[config.mk]
export PLATFORM = sky130hd
export DESIGN_NAME = tcw_ctrl
export DESIGN_NICKNAME = d
export VERILOG_FILES = /design/src/sv/tcw_pkg.sv /design/src/sv/tcw_ctrl.sv
export SDC_FILE = /design/constraint.sdc
export NUM_CORES = 1
export LEC_CHECK = 0
export ABC_AREA = 1
export BUFFER_PORTS_ARGS = -buffer_cell sky130_fd_sc_hd__clkbuf_2
export CAP_MARGIN = 30
export CORE_MARGIN = 5
export CORE_UTILIZATION = 43
export CTS_CLUSTER_SIZE = 12
export DETAILED_ROUTE_END_ITERATION = 8
export HOLD_SLACK_MARGIN = 0.06
export PLACE_DENSITY = 0.73
export SLEW_MARGIN = 10
export SYNTH_ARGS = -nofsm -noshare
export SYNTH_HDL_FRONTEND = slang
export SYNTH_SLANG_ARGS = --single-unit
[constraint.sdc]
create_clock -name clk -period 1.2 [get_ports clk]
set_input_delay 0.12 -clock clk [delete_from_list [all_inputs] [get_ports clk]]
set_output_delay 0.12 -clock clk [all_outputs]
set_load 0.02 [all_outputs]
[src/sv/tcw_pkg.sv]
// shared constants, codes and controller/datapath interface types for the text console writer
`default_nettype none

package tcw_pkg;

    // screen geometry
    localparam int COLUMNS = 80;
    localparam int ROWS    = 25;
    localparam int CELLS   = ROWS * COLUMNS;

    localparam int ADDR_W = $clog2(CELLS);
    localparam int COL_W  = $clog2(COLUMNS);
    localparam int COLP_W = $clog2(COLUMNS + 1);
    localparam int LINE_W = $clog2(ROWS);

    // field widths
    localparam int FUNC_W    = 2;
    localparam int CHAR_W    = 8;
    localparam int CADDR_W   = 11;
    localparam int ATTR_W    = 8;
    localparam int CELL_W    = 16;
    localparam int OCOL_W    = 7;
    localparam int OROW_W    = 5;
    localparam int S_TDATA_W = 24;
    localparam int M_TDATA_W = 32;
    localparam int PADDR_W   = 3;
    localparam int PDATA_W   = 32;

    // sweep ranges
    localparam int COPY_FIRST      = COLUMNS;
    localparam int COPY_LAST       = (ROWS - 2) * COLUMNS - 1;
    localparam int ROW_BLANK_FIRST = (ROWS - 2) * COLUMNS;
    localparam int ROW_BLANK_LAST  = (ROWS - 1) * COLUMNS - 1;
    localparam int ALL_LAST        = CELLS - 1;

    // item kinds
    localparam logic [FUNC_W-1:0] FUNC_PUT   = 2'd0;
    localparam logic [FUNC_W-1:0] FUNC_READ  = 2'd1;
    localparam logic [FUNC_W-1:0] FUNC_CLEAR = 2'd2;

    // character codes
    localparam logic [CHAR_W-1:0] CODE_NEWLINE   = 8'd10;
    localparam logic [CHAR_W-1:0] CODE_BACKSPACE = 8'd8;
    localparam logic [CHAR_W-1:0] CODE_SPACE     = 8'h20;

    // configuration
    localparam logic [ATTR_W-1:0]  COLOR_RESET    = 8'h1F;
    localparam logic               REG_COLOR_IDX  = 1'b0;

    // sweep kinds
    typedef logic [1:0] sweep_kind_t;
    localparam sweep_kind_t SWEEP_ZERO      = 2'd0;
    localparam sweep_kind_t SWEEP_BLANK_ALL = 2'd1;
    localparam sweep_kind_t SWEEP_COPY      = 2'd2;
    localparam sweep_kind_t SWEEP_BLANK_ROW = 2'd3;

    // controller to datapath
    typedef struct packed {
        logic        accept;
        logic        exec_put;
        logic        rd_issue;
        logic        home;
        logic        sweep_load;
        sweep_kind_t load_kind;
        logic        sweep_step;
        sweep_kind_t sweep_kind;
        logic        load_out;
    } tcw_cmd_t;

    // datapath to controller
    typedef struct packed {
        logic [FUNC_W-1:0] func;
        logic              put_scroll;
        logic              sweep_last;
        logic              out_free;
    } tcw_stat_t;

endpackage : tcw_pkg

`default_nettype wire

[src/sv/tcw_ctrl.sv]
// controller state machine: item sequencing, sweeps and result hand-off
`default_nettype none

module tcw_ctrl (
    input  wire logic               clk,
    input  wire logic               rst_n,
    input  wire logic               accept,
    input  wire tcw_pkg::tcw_stat_t stat,
    output logic                    ready,
    output tcw_pkg::tcw_cmd_t       cmd
);

    localparam logic [2:0] ST_IDLE  = 3'd0;
    localparam logic [2:0] ST_EXEC  = 3'd1;
    localparam logic [2:0] ST_RD    = 3'd2;
    localparam logic [2:0] ST_SWEEP = 3'd3;
    localparam logic [2:0] ST_HOLD  = 3'd4;

    logic [2:0]           state_reg, state_next;
    tcw_pkg::sweep_kind_t kind_reg, kind_next;

    // reset starts the zeroing pass over the cell store
    always_ff @(posedge clk or negedge rst_n)
    begin
        if (!rst_n)
        begin
            state_reg <= ST_SWEEP;
            kind_reg  <= tcw_pkg::SWEEP_ZERO;
        end
        else
        begin
            state_reg <= state_next;
            kind_reg  <= kind_next;
        end
    end

    assign ready = (state_reg == ST_IDLE);

    always_comb
    begin
        cmd            = '0;
        cmd.sweep_kind = kind_reg;
        state_next     = state_reg;
        kind_next      = kind_reg;
        unique case (state_reg) inside
            ST_IDLE:
            begin
                if (accept)
                begin
                    cmd.accept = 1'b1;
                    state_next = ST_EXEC;
                end
            end
            ST_EXEC:
            begin
                unique case (stat.func)
                    tcw_pkg::FUNC_PUT:
                    begin
                        cmd.exec_put = 1'b1;
                        if (stat.put_scroll)
                        begin
                            cmd.sweep_load = 1'b1;
                            cmd.load_kind  = tcw_pkg::SWEEP_COPY;
                            kind_next      = tcw_pkg::SWEEP_COPY;
                            state_next     = ST_SWEEP;
                        end
                        else if (stat.out_free)
                        begin
                            cmd.load_out = 1'b1;
                            state_next   = ST_IDLE;
                        end
                        else
                        begin
                            state_next = ST_HOLD;
                        end
                    end
                    tcw_pkg::FUNC_READ:
                    begin
                        cmd.rd_issue = 1'b1;
                        state_next   = ST_RD;
                    end
                    tcw_pkg::FUNC_CLEAR:
                    begin
                        cmd.home       = 1'b1;
                        cmd.sweep_load = 1'b1;
                        cmd.load_kind  = tcw_pkg::SWEEP_BLANK_ALL;
                        kind_next      = tcw_pkg::SWEEP_BLANK_ALL;
                        state_next     = ST_SWEEP;
                    end
                    default:
                    begin
                        if (stat.out_free)
                        begin
                            cmd.load_out = 1'b1;
                            state_next   = ST_IDLE;
                        end
                        else
                        begin
                            state_next = ST_HOLD;
                        end
                    end
                endcase
            end
            ST_SWEEP:
            begin
                cmd.sweep_step = 1'b1;
                if (stat.sweep_last)
                begin
                    if (kind_reg == tcw_pkg::SWEEP_COPY)
                    begin
                        cmd.sweep_load = 1'b1;
                        cmd.load_kind  = tcw_pkg::SWEEP_BLANK_ROW;
                        kind_next      = tcw_pkg::SWEEP_BLANK_ROW;
                    end
                    else if (kind_reg == tcw_pkg::SWEEP_ZERO)
                    begin
                        state_next = ST_IDLE;
                    end
                    else if (stat.out_free)
                    begin
                        cmd.load_out = 1'b1;
                        state_next   = ST_IDLE;
                    end
                    else
                    begin
                        state_next = ST_HOLD;
                    end
                end
            end
            ST_RD, ST_HOLD:
            begin
                if (stat.out_free)
                begin
                    cmd.load_out = 1'b1;
                    state_next   = ST_IDLE;
                end
                else
                begin
                    state_next = ST_HOLD;
                end
            end
            default:
            begin
                state_next = ST_IDLE;
            end
        endcase
    end

endmodule : tcw_ctrl

`default_nettype wire

Yosys cells after proc, flatten, opt, wreduce, memory -nomap -nowiden. Index checks and enable logic that the tools add are counted.

Reductions and logical operators: 8. Eq/ne operators: 13. Mux-type cells: 32.

Operators by type and width (number): 3-bit 2-to-1 mux (10); 3-bit case mux with 2 select lines (2); 3-bit case mux with 4 select lines (1); 1-bit 2-to-1 mux (11); 3-bit case mux with 3 select lines (1); 2-bit case mux with 2 select lines (2); 3-bit by 2-bit equality test with 1-bit output (second input constant) (2); 2-bit 2-to-1 mux (3); 2-bit != test (second input constant) (3); 5-bit AND reduction (1); 2-bit equality test (second input constant) (2); 2-bit logical NOT (2); 2-bit OR reduction (2); 3-bit by 1-bit equality test with 1-bit output (second input constant) (1); 3-bit equality test (second input constant) (1); 3-bit logical NOT (1); 3-bit by 1-bit != test with 1-bit output (second input constant) (1); 3-bit != test (second input constant) (1); 1-bit case mux with 3 select lines (1); 3-bit AND reduction (1); 2-bit by 1-bit equality test with 1-bit output (second input constant) (1); 2-bit by 1-bit != test with 1-bit output (second input constant) (1); 1-bit case mux with 2 select lines (1); 2-bit nonzero test (1).

Input port bits: 8. Output and inout port bits: 12. Register bits: 5.

Depth between registers and ports, before layout.
Word-level depth: 5. Depth in mapped cells: 9.

Worst setup path after synthesis. No wires, ideal clock.

Kind: register -> output. Start point: register state_reg[0]. End point: output port cmd[6] (netlist bit). Buffers on the path: 0. Data arrival time: 1261 ps. Cell stages (with the launch flop): 3. Slack: -181 ps. Required time: 1080 ps. Cells stage by stage: dfstp_2 nand3_1 o21ai_0.

RTL lines: start: declaration (line tcw_ctrl.sv:19) `logic [2:0] state_reg, state_next;`; start signal: assignment (line tcw_ctrl.sv:32) `state_reg <= state_next;`; end: declaration (line tcw_ctrl.sv:10) `output tcw_pkg::tcw_cmd_t cmd`.

==> metrics <==
run status finished with violations; failing checks negative setup slack; horizontal die dimension roughly 46 µm; Clock Tree Buf Depth 2; PwrDens 2890 nW/µm²; Core Rows 13; post-route non-filler standard cell count 156; starting utilization of the core area approximately 45%; Critical Path AT 1.54 ns; total via count in the routed design 939; top-level port count 20; placed standard-cell area 830 µm²; total global routing overflow 0; initial antenna violation count 0; Worst Setup End Kind output pin; YS warnings 0; area of the placeable core 1270 µm²; syn_area_per_cell 5.92 µm²; prevailing post-synth register cell sky130_fd_sc_hd__dfrtp_1; total leakage power 0.625 nW; routability cong. 0.814; routing usage on met1 19.6%; slew of the pin with the lowest slew margin 0.258 ns; RSZ-0062 raised after global routing yes; Critical-path top delay cell sky130_fd_sc_hd__dfstp_2; area share of the leading cell type in the synthesized netlist 21.8%; global routing met3 resource utilization under 10%; Clock Sinks 5; clock latency reported for the late side of the worst-skew pair around 0.26 ns; share of layout cells above drive strength 1 ~54%; cell types with the highest counts after synthesis 33 x sky130_fd_sc_hd__nand2_1, 19 x sky130_fd_sc_hd__inv_1, 9 x sky130_fd_sc_hd__nor2_1; path category of the worst min-delay check input port to register; root cell of the clock tree sky130_fd_sc_hd__clkbuf_4; syn nets 110; most heavily used metal layer in global routing met2; Netlist Area Pre-Place between 500 and 600 µm²; TritonCTS clock tree built; ant diodes 0; post-route standard cell area excluding fillers 1180 µm²; Worst slew margin about 83%; worst endpoint required time about 1.1 ns; shortest period the worst path allows 1.66 ns; total of buffers placed on input and output ports 19; final worst-path cycle share 138%; Final Skew around 0.010 ns; post-placement cell count around 140; Total GRT Usage 21.1%; DP HPWL 1.28 mm; overall die area 2150 µm²; pin count of the biggest net entering global routing 6; Final Setup Violations 15; vias in the first global route between 700 and 800; worst path cell trace inv_1 > nand3_4 > inv_1 > nand2_1 > nand2_2 > buf_8; number of flip-flops under the largest register name 3; CTS buffer count 3; minimum setup slack in the final design -0.461 ns; post-synthesis instance total 96; largest vdd supply drop 1800 µV; clock-pin slew reported for the worst setup and hold paths after clock tree synthesis 0.04 ns; fraction of met2 tracks used by global routing 42.0%; drt total wl ~3.2 mm; first-pass GRT wire length 3.22 mm; Distinct cells, synth 13; upper clock frequency limit roughly 0.6 GHz; count of nets left with antenna violations after detail routing 0; post-placement worst setup slack -0.131 ns; Max Transition Viols Final 0; critical path's most frequent cell sky130_fd_sc_hd__inv_1; cell with the most instances after synthesis sky130_fd_sc_hd__nand2_1; via density per instance 6.02; total negative slack -4.51 ns; maximum level of the CTS H-tree 1; Hold Fails Final Rpt 0; Crit Path Max Fanout 4; dominant cell type by area after synthesis sky130_fd_sc_hd__nand2_1; floorplan die height 46.3 µm; number of remaining DRC errors 0; Post-synth EDFFs 0; routed wirelength normalized by instance count 20.2 µm; TritonRoute pass-1 iters 7; fraction of synthesis flops using an asynchronous set or reset pin between 90% and 100%; number of storage elements in the synthesis netlist 5; layout overhead on the synthesized area 107%; total power 0.00340 W; layout net count 156; delay of the slowest cell on the worst path 0.61 ns; count of maximum capacitance violations 0; type of element launching the critical path register; fraction of the yosys area taken by sequential cells 22.5%; drt initial violations 84; leading post-synthesis cells by cell area sky130_fd_sc_hd__nand2_1 22%, sky130_fd_sc_hd__dfrtp_1 13%, sky130_fd_sc_hd__ha_1 13%, sky130_fd_sc_hd__inv_1 13%, sky130_fd_sc_hd__dfstp_2 9.3%; type of the worst setup path register to output pin
[timing repair]
item | 4_1_cts | 5_1_grt
hold buffers | 1 | 0
hold endpoints to repair | 5 | 0
buffers inserted | 8 | 3
endpoints found under the setup margin | 14 | 15
pin swaps | 11 | 11
resized for setup | 45 | 29
[cell usage in the layout (no fill, tap or decap), drive strengths merged]
| cell type | count |
|---|---|
| dfrtp | 3 |
| or2 | 2 |
| ha | 6 |
| dfstp | 2 |
| inv | 19 |
| o21ai | 6 |
| nand4 | 4 |
| nand3b | 1 |
| buf | 31 |
| nor2 | 10 |
| a21oi | 4 |
| dlygate4sd3 | 1 |
| nand2 | 33 |
| clkbuf | 13 |
| nand3 | 6 |
[per-stage QoR]
stage / util (%) / hold WS, ns
2_1_floorplan: - / -0.176
3_3_place_gp: 65.4 / -0.0592
3_5_place_dp: 65.4 / -0.0541
4_1_cts: 86.5 / 0.212
5_1_grt: 92.8 / 0.256
6_report: 92.8 / 0.254
[worst max-delay path, delay by kind of cell, from the launching register on]
family | cells | cell delay [ns]
buf+inv | 3 | 0.36
flops | 1 | 0.61
simple gates | 3 | 0.33
[path summary, 6_finish.rpt]
kind | depth (start not counted) | to | slack [ns] | start
min reg2reg | 2 | kind_reg[1]$_DFFE_PN0P_ | 0.65 | kind_reg[1]$_DFFE_PN0P_
max in group asynchronous | 2 | state_reg[0]$_DFFE_PN1P_ | 0.70 | rst_n
min | 4 | state_reg[0]$_DFFE_PN1P_ | 0.25 | stat[1]
max reg2reg | 10 | state_reg[2]$_DFFE_PN0P_ | -0.31 | state_reg[1]$_DFFE_PN1P_
max | 6 | cmd[0] | -0.46 | state_reg[1]$_DFFE_PN1P_
min in group asynchronous | 2 | kind_reg[1]$_DFFE_PN0P_ | 0.26 | rst_n
[logic make-up (layout without fill, tap and decap cells)]
| family | count (synthesis) | count (layout) | share of synthesized area [%] |
|---|---|---|---|
| adders and majority gates | 6 | 6 | 13.2 |
| DFF | 5 | 5 | 22.5 |
| AOI/OAI and AO/OA | 10 | 10 | 8.81 |
| buffers and inverters | 19 | 64 | 12.6 |
| and+or+nand+nor | 56 | 56 | 43.0 |
[power breakdown]
part | internal (W) | switching (W) | leakage, nW
logic | 0.00129 | 0.00147 | 0.550
clock network | 0.000127 | 0.0000869 | 0.0150
registers | 0.000280 | 0.000145 | 0.0594
total | 0.00170 | 0.00170 | 0.625
[cell type report]
| type | instances | area [µm²] |
|---|---|---|
| sequential | 5 | 128 |
| multi-input combinational | 72 | 524 |
| fill | 47 | 91.3 |
| timing repair buffer | 41 | 409 |
| clock buffer | 4 | 26.3 |
| tap | 15 | 18.8 |
| inverter | 19 | 71.3 |
[routing by layer]
layer | routed length [µm] | vias up
li1 | - | 391
met1 | 1020 | 414
met2 | 1490 | 96
met3 | 365 | 38
met4 | 277 | 0
met5 | 0 | -
(Power assumes the default switching activity.)
